**config.mk**
```make
export PLATFORM = sky130hd
export DESIGN_NAME = baseline_crossing_pulse_finder_unit
export DESIGN_NICKNAME = d
export VERILOG_FILES = /design/src/rtl/bcpf_pkg.sv /design/src/rtl/baseline_crossing_pulse_finder_unit.sv
export SDC_FILE = /design/constraint.sdc
export NUM_CORES = 1
export LEC_CHECK = 0
export BUFFER_PORTS_ARGS = -buffer_cell sky130_fd_sc_hd__buf_2
export CAP_MARGIN = 20
export CORE_MARGIN = 3
export CORE_UTILIZATION = 59
export DETAILED_ROUTE_END_ITERATION = 10
export PLACE_DENSITY = 0.8
export SLEW_MARGIN = 40
export SYNTH_ARGS = -nofsm -noshare
export SYNTH_HDL_FRONTEND = slang
export SYNTH_SLANG_ARGS = --single-unit
```
**constraint.sdc**
```tcl
create_clock -name clk -period 5.2 [get_ports clk]
set_input_delay 1.04 -clock clk [delete_from_list [all_inputs] [get_ports clk]]
set_output_delay 1.04 -clock clk [all_outputs]
set_load 0.02 [all_outputs]
```
**src/rtl/bcpf_pkg.sv**
```systemverilog
`default_nettype none
package bcpf_pkg;

    // Register indexes on the configuration port (word address = 4 * index)
    localparam logic [1:0] REG_BASELINE  = 2'd0;
    localparam logic [1:0] REG_THRESHOLD = 2'd1;
    localparam logic [1:0] REG_INVERT    = 2'd2;

    // Segment tracking modes
    localparam logic [1:0] MODE_IDLE  = 2'd0;
    localparam logic [1:0] MODE_ABOVE = 2'd1;
    localparam logic [1:0] MODE_BELOW = 2'd2;

    // Result field widths and saturation limits
    localparam int IDX_W  = 16;
    localparam int EXT_W  = 17;
    localparam int AREA_W = 33;
    localparam int EXT_MAX = 65535;
    localparam int EXT_MIN = -65536;

    typedef struct packed {
        logic [IDX_W-1:0]         seg_start;
        logic [IDX_W-1:0]         seg_end;
        logic                     polarity;
        logic                     qualified;
        logic signed [EXT_W-1:0]  extreme_dev;
        logic signed [AREA_W-1:0] area;
    } seg_result_t;

endpackage
`default_nettype wire

```
**src/rtl/baseline_crossing_pulse_finder_unit.sv**
```systemverilog
// The closing sample word passes the input register, then its result is registered.
// Throughput: one sample word per cycle; the input register and the result register
// advance together and stall only while a result waits on m_tready.
// Reset (rst_n low, asynchronous): registers return to baseline 0, threshold 0,
// no inversion; tracking goes idle, sample index 0, both stages empty.
`default_nettype none
module baseline_crossing_pulse_finder_unit
    import bcpf_pkg::*;
#(
    parameter int SAMPLE_BITS   = 16,
    parameter int RECORD_LENGTH = 65536
)
(
    input  wire logic                clk,
    input  wire logic                rst_n,
    // configuration port
    input  wire logic                psel,
    input  wire logic                penable,
    input  wire logic                pwrite,
    input  wire logic [3:0]          paddr,
    input  wire logic [31:0]         pwdata,
    output logic [31:0]              prdata,
    output logic                     pready,
    // sample stream
    input  wire logic                s_tvalid,
    output logic                     s_tready,
    input  wire logic [((SAMPLE_BITS+7)/8)*8-1:0] s_tdata, // sample
    input  wire logic                s_tlast,              // last_sample
    // segment results
    output logic                     m_tvalid,
    input  wire logic                m_tready,
    output logic [87:0]              m_tdata,  // seg_start, seg_end, extreme_dev, area
    output logic [1:0]               m_tuser   // polarity, qualified
);

    localparam int IN_W = ((SAMPLE_BITS + 7) / 8) * 8;
    localparam int DW   = ((SAMPLE_BITS > 16) ? SAMPLE_BITS : 16) + 2;
    localparam int IW   = $clog2(RECORD_LENGTH);
    localparam logic [IW-1:0] IDX_LAST = IW'(RECORD_LENGTH - 1);
    localparam logic signed [DW-1:0] EXT_HI = DW'(EXT_MAX);
    localparam logic signed [DW-1:0] EXT_LO = DW'(EXT_MIN);

    // configuration registers
    logic signed [15:0] baseline_reg;
    logic [14:0]        threshold_reg;
    logic               invert_reg;
    logic               cfg_write;

    assign pready    = 1'b1;
    assign cfg_write = psel & penable & pwrite;

    always_ff @(posedge clk or negedge rst_n)
    begin
        if (!rst_n)
        begin
            baseline_reg  <= '0;
            threshold_reg <= '0;
            invert_reg    <= 1'b0;
        end
        else if (cfg_write)
        begin
            case (paddr[3:2])
                REG_BASELINE:  baseline_reg  <= pwdata[15:0];
                REG_THRESHOLD: threshold_reg <= pwdata[14:0];
                REG_INVERT:    invert_reg    <= pwdata[0];
                default:       ;
            endcase
        end
    end

    // read back
    always_comb
    begin
        case (paddr[3:2])
            REG_BASELINE:  prdata = {{16{baseline_reg[15]}}, baseline_reg};
            REG_THRESHOLD: prdata = {17'b0, threshold_reg};
            REG_INVERT:    prdata = {31'b0, invert_reg};
            default:       prdata = '0;
        endcase
    end

    // handshake: both stages move when the result register is free
    logic in_valid_reg;
    logic out_valid_reg;
    logic advance;

    assign advance  = !out_valid_reg || m_tready;
    assign s_tready = !in_valid_reg || advance;

    // deviation of the incoming word from baseline
    logic signed [DW-1:0] s_ext;
    logic signed [DW-1:0] s_pol;
    logic signed [DW-1:0] dev_in;
    logic [IN_W-1:0]      s_unused;

    assign s_unused = s_tdata;
    assign s_ext  = {{(DW-SAMPLE_BITS){s_unused[SAMPLE_BITS-1]}}, s_unused[SAMPLE_BITS-1:0]};
    assign s_pol  = invert_reg ? -s_ext : s_ext;
    assign dev_in = s_pol - {{(DW-16){baseline_reg[15]}}, baseline_reg};

    // input register
    logic signed [DW-1:0] dev_reg;
    logic                 last_reg;

    always_ff @(posedge clk or negedge rst_n)
    begin
        if (!rst_n)
        begin
            in_valid_reg <= 1'b0;
        end
        else if (s_tready)
        begin
            in_valid_reg <= s_tvalid;
        end
    end

    always_ff @(posedge clk)
    begin
        if (s_tready && s_tvalid)
        begin
            dev_reg  <= dev_in;
            last_reg <= s_tlast;
        end
    end

    // segment state
    logic [1:0]               mode_reg,   mode_next;
    logic [IW-1:0]            idx_reg,    idx_next;
    logic [IW-1:0]            start_reg,  start_next;
    logic                     passed_reg, passed_next;
    logic signed [EXT_W-1:0]  ext_reg,    ext_next;
    logic signed [AREA_W-1:0] area_reg,   area_next;
    seg_result_t              res_reg,    res_next;
    logic                     out_valid_next;

    logic signed [DW-1:0]     th_ext;
    logic signed [DW-1:0]     dev_clamp;
    logic signed [EXT_W-1:0]  dev_c;
    logic signed [AREA_W:0]   area_sum;
    logic signed [AREA_W-1:0] area_sat;
    logic signed [AREA_W-1:0] dev_area;
    logic                     over_hi;
    logic                     under_lo;
    logic                     closes;
    logic [IW+IDX_W-1:0]      idx_wide;
    logic [IW+IDX_W-1:0]      start_wide;

    assign th_ext    = {{(DW-15){1'b0}}, threshold_reg};
    assign over_hi   = dev_reg > th_ext;
    assign under_lo  = dev_reg < -th_ext;
    assign dev_clamp = (dev_reg > EXT_HI) ? EXT_HI : ((dev_reg < EXT_LO) ? EXT_LO : dev_reg);
    assign dev_c     = dev_clamp[EXT_W-1:0];
    assign dev_area  = {{(AREA_W-DW){dev_reg[DW-1]}}, dev_reg};
    assign area_sum  = {area_reg[AREA_W-1], area_reg} + {dev_area[AREA_W-1], dev_area};
    assign idx_wide   = {{IDX_W{1'b0}}, idx_reg};
    assign start_wide = {{IDX_W{1'b0}}, start_reg};

    // saturate the running area to its own width
    always_comb
    begin
        if (area_sum[AREA_W] != area_sum[AREA_W-1])
        begin
            area_sat = area_sum[AREA_W] ? {1'b1, {(AREA_W-1){1'b0}}}
                                        : {1'b0, {(AREA_W-1){1'b1}}};
        end
        else
        begin
            area_sat = area_sum[AREA_W-1:0];
        end
    end

    assign closes = ((mode_reg == MODE_ABOVE) && dev_reg[DW-1]) ||
                    ((mode_reg == MODE_BELOW) && !dev_reg[DW-1] && (dev_reg != '0));

    // track, extend or close the segment for the word in the input register
    always_comb
    begin
        mode_next      = mode_reg;
        idx_next       = idx_reg;
        start_next     = start_reg;
        passed_next    = passed_reg;
        ext_next       = ext_reg;
        area_next      = area_reg;
        res_next       = res_reg;
        out_valid_next = out_valid_reg && !m_tready;

        if (in_valid_reg && advance)
        begin
            out_valid_next = 1'b0;
            case (mode_reg)
                MODE_ABOVE, MODE_BELOW:
                begin
                    if (closes)
                    begin
                        out_valid_next       = 1'b1;
                        res_next.seg_start   = start_wide[IDX_W-1:0];
                        res_next.seg_end     = idx_wide[IDX_W-1:0];
                        res_next.polarity    = (mode_reg == MODE_BELOW);
                        res_next.qualified   = passed_reg;
                        res_next.extreme_dev = ext_reg;
                        res_next.area        = area_reg;
                        mode_next   = MODE_IDLE;
                        start_next  = '0;
                        passed_next = 1'b0;
                        ext_next    = '0;
                        area_next   = '0;
                    end
                    else
                    begin
                        area_next = area_sat;
                        if (mode_reg == MODE_ABOVE)
                        begin
                            if (dev_c > ext_reg) ext_next = dev_c;
                            if (over_hi) passed_next = 1'b1;
                        end
                        else
                        begin
                            if (dev_c < ext_reg) ext_next = dev_c;
                            if (under_lo) passed_next = 1'b1;
                        end
                    end
                end
                default:
                begin
                    mode_next = MODE_IDLE;
                    if (!last_reg && (dev_reg != '0))
                    begin
                        mode_next   = dev_reg[DW-1] ? MODE_BELOW : MODE_ABOVE;
                        start_next  = idx_reg;
                        ext_next    = dev_c;
                        area_next   = dev_area;
                        passed_next = dev_reg[DW-1] ? under_lo : over_hi;
                    end
                end
            endcase

            // end of record drops any open segment
            if (last_reg)
            begin
                mode_next   = MODE_IDLE;
                start_next  = '0;
                passed_next = 1'b0;
                ext_next    = '0;
                area_next   = '0;
                idx_next    = '0;
            end
            else
            begin
                idx_next = (idx_reg == IDX_LAST) ? '0 : idx_reg + 1'b1;
            end
        end
    end

    always_ff @(posedge clk or negedge rst_n)
    begin
        if (!rst_n)
        begin
            mode_reg      <= MODE_IDLE;
            idx_reg       <= '0;
            start_reg     <= '0;
            passed_reg    <= 1'b0;
            ext_reg       <= '0;
            area_reg      <= '0;
            out_valid_reg <= 1'b0;
        end
        else
        begin
            mode_reg      <= mode_next;
            idx_reg       <= idx_next;
            start_reg     <= start_next;
            passed_reg    <= passed_next;
            ext_reg       <= ext_next;
            area_reg      <= area_next;
            out_valid_reg <= out_valid_next;
        end
    end

    // result register payload
    always_ff @(posedge clk)
    begin
        res_reg <= res_next;
    end

    // pack the result word
    assign m_tvalid = out_valid_reg;
    assign m_tdata  = {6'b0, res_reg.area, res_reg.extreme_dev, res_reg.seg_end,
                       res_reg.seg_start};
    assign m_tuser  = {res_reg.qualified, res_reg.polarity};

    // a word processed while idle never yields a result
    assert property (@(posedge clk) disable iff (!rst_n)
        in_valid_reg && advance && (mode_reg == MODE_IDLE) |=> !out_valid_reg)
        else $error("result produced from idle mode");

    // end of record resets tracking
    assert property (@(posedge clk) disable iff (!rst_n)
        in_valid_reg && advance && last_reg |=> (mode_reg == MODE_IDLE) && (idx_reg == '0))
        else $error("record end did not clear tracking");

    // extreme sign follows polarity
    assert property (@(posedge clk) disable iff (!rst_n)
        out_valid_reg |-> (res_reg.polarity == res_reg.extreme_dev[EXT_W-1]))
        else $error("extreme deviation sign disagrees with polarity");

    // an empty result register never blocks the input side
    assert property (@(posedge clk) disable iff (!rst_n)
        !out_valid_reg |-> s_tready)
        else $error("input stalled with free result register");

endmodule
`default_nettype wire
```
==> results.py <==
metrics = {
    "critical_path": {
        "crit_start": "dev_reg[17]",
        "ff2ff_path_depth": 11,
        "critical_path.top_delay_family": "compound AO/OA/AOI/OAI gates",
        "required_ns": 5.55,
        "start_kind": "register",
        "cp_num_buf_inv": 1,
        "max_stage_delay_ns": 0.79,
        "r2r-start": "dev_reg[17]",
        "path_cells": "buf_4, ha_1, a21oi_1, o21bai_1, a21o_1, a221o_1, a22o_1, nor3_1, a21oi_2, o21ai_2, o2111ai_1",
        "r2r_setup_slack_ns": 0.91,
        "cpMaxStageDelayCell": "edfxtp_1",
        "worstSetupPathType": "reg2reg",
        "crit_arrival_ns": 4.63,
        "crit_path_end_kind": "register",
        "cp_max_fo": 16,
        "cp.depth": 11,
        "r2r-end": "area_reg[18]",
    },
    "hold_path": {
        "worstHoldStart": "start_reg[4]",
        "hp-class": "reg2reg",
        "hold_depth": 0,
        "holdPathEnd": "m_tdata[4]",
    },
    "final_layout": {
        "final_cells": 1754,
        "final_layout_size_suffix_gt1_frac": 0.182,
        "largest_register_ffs": 82,
        "nets": 1622,
        "final_common_cell": "buf_2",
        "final_cell_mix": "buf_2 (158), nand2_1 (132), dfrtp_1 (119), ha_1 (104), edfxtp_1 (103)",
        "postLayoutCoreUtil": 0.681,
        "area_delta_synth_final_pct": 13.0,
        "finalInstanceArea_um2": 15000,
        "antennaDiodeCount": 0,
    },
    "placement": {
        "dp_cells": 1709,
        "hpwlAfterDp_um": 22100,
        "place_area_um2": 14200,
        "dp_slack_ns": 0.942,
        "gp_congestion": 0.933,
        "io_buffers": 159,
    },
    "yosys": {
        "yosys_warnings": 0,
        "synth_fa_ha_area_frac": 0.101,
        "synth_simple_gate_area_frac": 0.152,
        "synth_xor_area_frac": 0.0509,
        "yosysSeqAreaShare": 0.459,
        "avgSynthCellArea_um2": 10.0,
        "muxShareOfSynthArea": 0.0433,
        "ys_async_sr_fraction": 0.536,
        "yosys_most_used_dff": "dfrtp_1",
        "synth_area_um2": 13200,
        "synth_compound_area_frac": 0.143,
        "synth_cell_types": 73,
        "synth_top_family_by_area": "simple AND/OR/NAND/NOR gates",
        "synthesis.instances": 1318,
        "ys_ff_latch": 222,
        "synth_edf_count": 103,
    },
    "run": {
        "maxCapViolations": 0,
    },
    "route": {
        "wl_per_cell_um": 17.3,
        "vias": 10300,
        "drtIter0Drc": 571,
        "drc_errors": 0,
        "viasPerCell": 5.88,
        "drtPass1Iterations": 5,
        "ant_nets": 0,
        "drt_wl_total_um": 30400,
    },
    "floorplanning": {
        "pin_count": 185,
        "die-area_um2": 24300,
        "start_util": 0.603,
        "die_w_um": 156,
        "placementRows": 54,
        "die_h_um": 156,
        "core_um2": 22000,
    },
    "clock_network": {
        "cts_buffer_depth": 3,
        "clk_latency_ns": 0.53,
        "post_cts_buffers": 0,
        "cts_root_buf": "clkbuf_16",
        "cts_tree": "built",
        "cts_max_level": 1,
        "path_clk_slew_ns": 0.06,
        "cts_resized": 0,
        "hold_buffers": 0,
        "cts_sinks": 222,
        "cts_buffers": 24,
    },
    "global_routing": {
        "grt_pass1_wl_um": 49600,
        "grt_max_degree": 53,
        "antenna_found_initial": 0,
        "first_global_vias": 10100,
        "overflow": 0,
        "grt_usage": 0.248,
    },
    "pwr": {
        "power_leakage_uw": 0.00678,
        "powerDensity_nw_per_um2": 604,
        "peakVddDrop_mv": 0.345,
    },
    "sta": {
        "drv_slew": 0,
        "skew_ns": 0.0129,
        "worst_slew_pin_slew_ns": 0.800,
        "fin_crit_sh": 0.824,
        "finalWorstSetupSlack_ns": 0.913,
        "slew_headroom": 0.467,
        "period_minus_slack_ns": 4.29,
        "rsz0062_at_grt": "no",
        "setup_viol": 0,
        "fmax_ghz": 0.233,
        "hold_violations": 0,
        "final.setup.tns_ns": 0,
    },
    "status": {
        "status": "complete, no violations",
    },
}
-- synthesized netlist by cell type (all sizes together) (5+ instances only) --
cell type | n | area (um^2)
clkbuf | 36 | 135
and3 | 15 | 93.8
or2 | 7 | 46.3
nor4 | 7 | 43.8
nor2b | 8 | 50.1
mux2i | 19 | 190
a22oi | 8 | 60.1
o21a | 9 | 67.6
a31oi | 5 | 31.3
nor3 | 36 | 180
a21oi | 63 | 323
mux2 | 34 | 383
and2 | 11 | 68.8
o21bai | 5 | 37.5
a211oi | 9 | 80.1
o2111ai | 8 | 76.3
xor2 | 18 | 158
dfrtp | 119 | 2980
a21o | 31 | 233
xnor2 | 59 | 517
nor2 | 97 | 364
nand3 | 57 | 290
nand2b | 17 | 106
nand4 | 14 | 87.6
inv | 76 | 285
o21ai | 84 | 424
or3 | 13 | 81.3
buf | 32 | 231
nand2 | 132 | 495
a211o | 7 | 61.3
edfxtp | 103 | 3090
o31ai | 27 | 208
ha | 104 | 1300
-- routing by layer --
layer  track usage  wire length (um)  share of wire  up-vias
met1         0.328             13100           0.43     4896
met2         0.424             14500           0.48      358
met4        0.0858               927          0.030        0
li1              -                 -              -     4993
met3        0.0305              1840          0.061       67
met5             0                 0              0        -
-- where the power goes --
part	total [uW]	internal (uW)	leakage, uW	switching [uW]
clock	1700	997	0.000386	706
sequential	2790	2320	0.00252	472
combinational	4540	1900	0.00387	2640
total	9040	5210	0.00678	3820
-- cells by family after synthesis --
kind of cell | after synthesis
fa+ha+maj | 106
simple gates | 426
xor+xnor | 77
other cells | 2
flops | 222
buf+inv | 144
mux | 53
compound gates | 288
-- layout make-up --
class                   count  area, um^2
multi-input cells         957        6550
repair buffers            175         918
clock inverters            19         186
inverters                  76         287
clock buffers              25         604
flip-flops and latches    222        6070
fillers                  1689        7000
well taps                 280         350
-- worst max path at each step --
stage,end,slack (ns)
CTS,area_reg[18],0.95
floorplan,ext_reg[10],0.78
detailed placement,dev_reg[16],0.94
global route,area_reg[31],0.66
global placement,dev_reg[16],1.00
finish,area_reg[18],0.91
-- through the flow --
step	power, uW	hold slack [ns]
3_5_place_dp	7260	0.433
2_1_floorplan	6190	0.425
5_1_grt	9690	0.457
3_3_place_gp	7090	0.431
6_report	9040	0.446
4_1_cts	9010	0.447
Power figures use the tool's default switching activity.
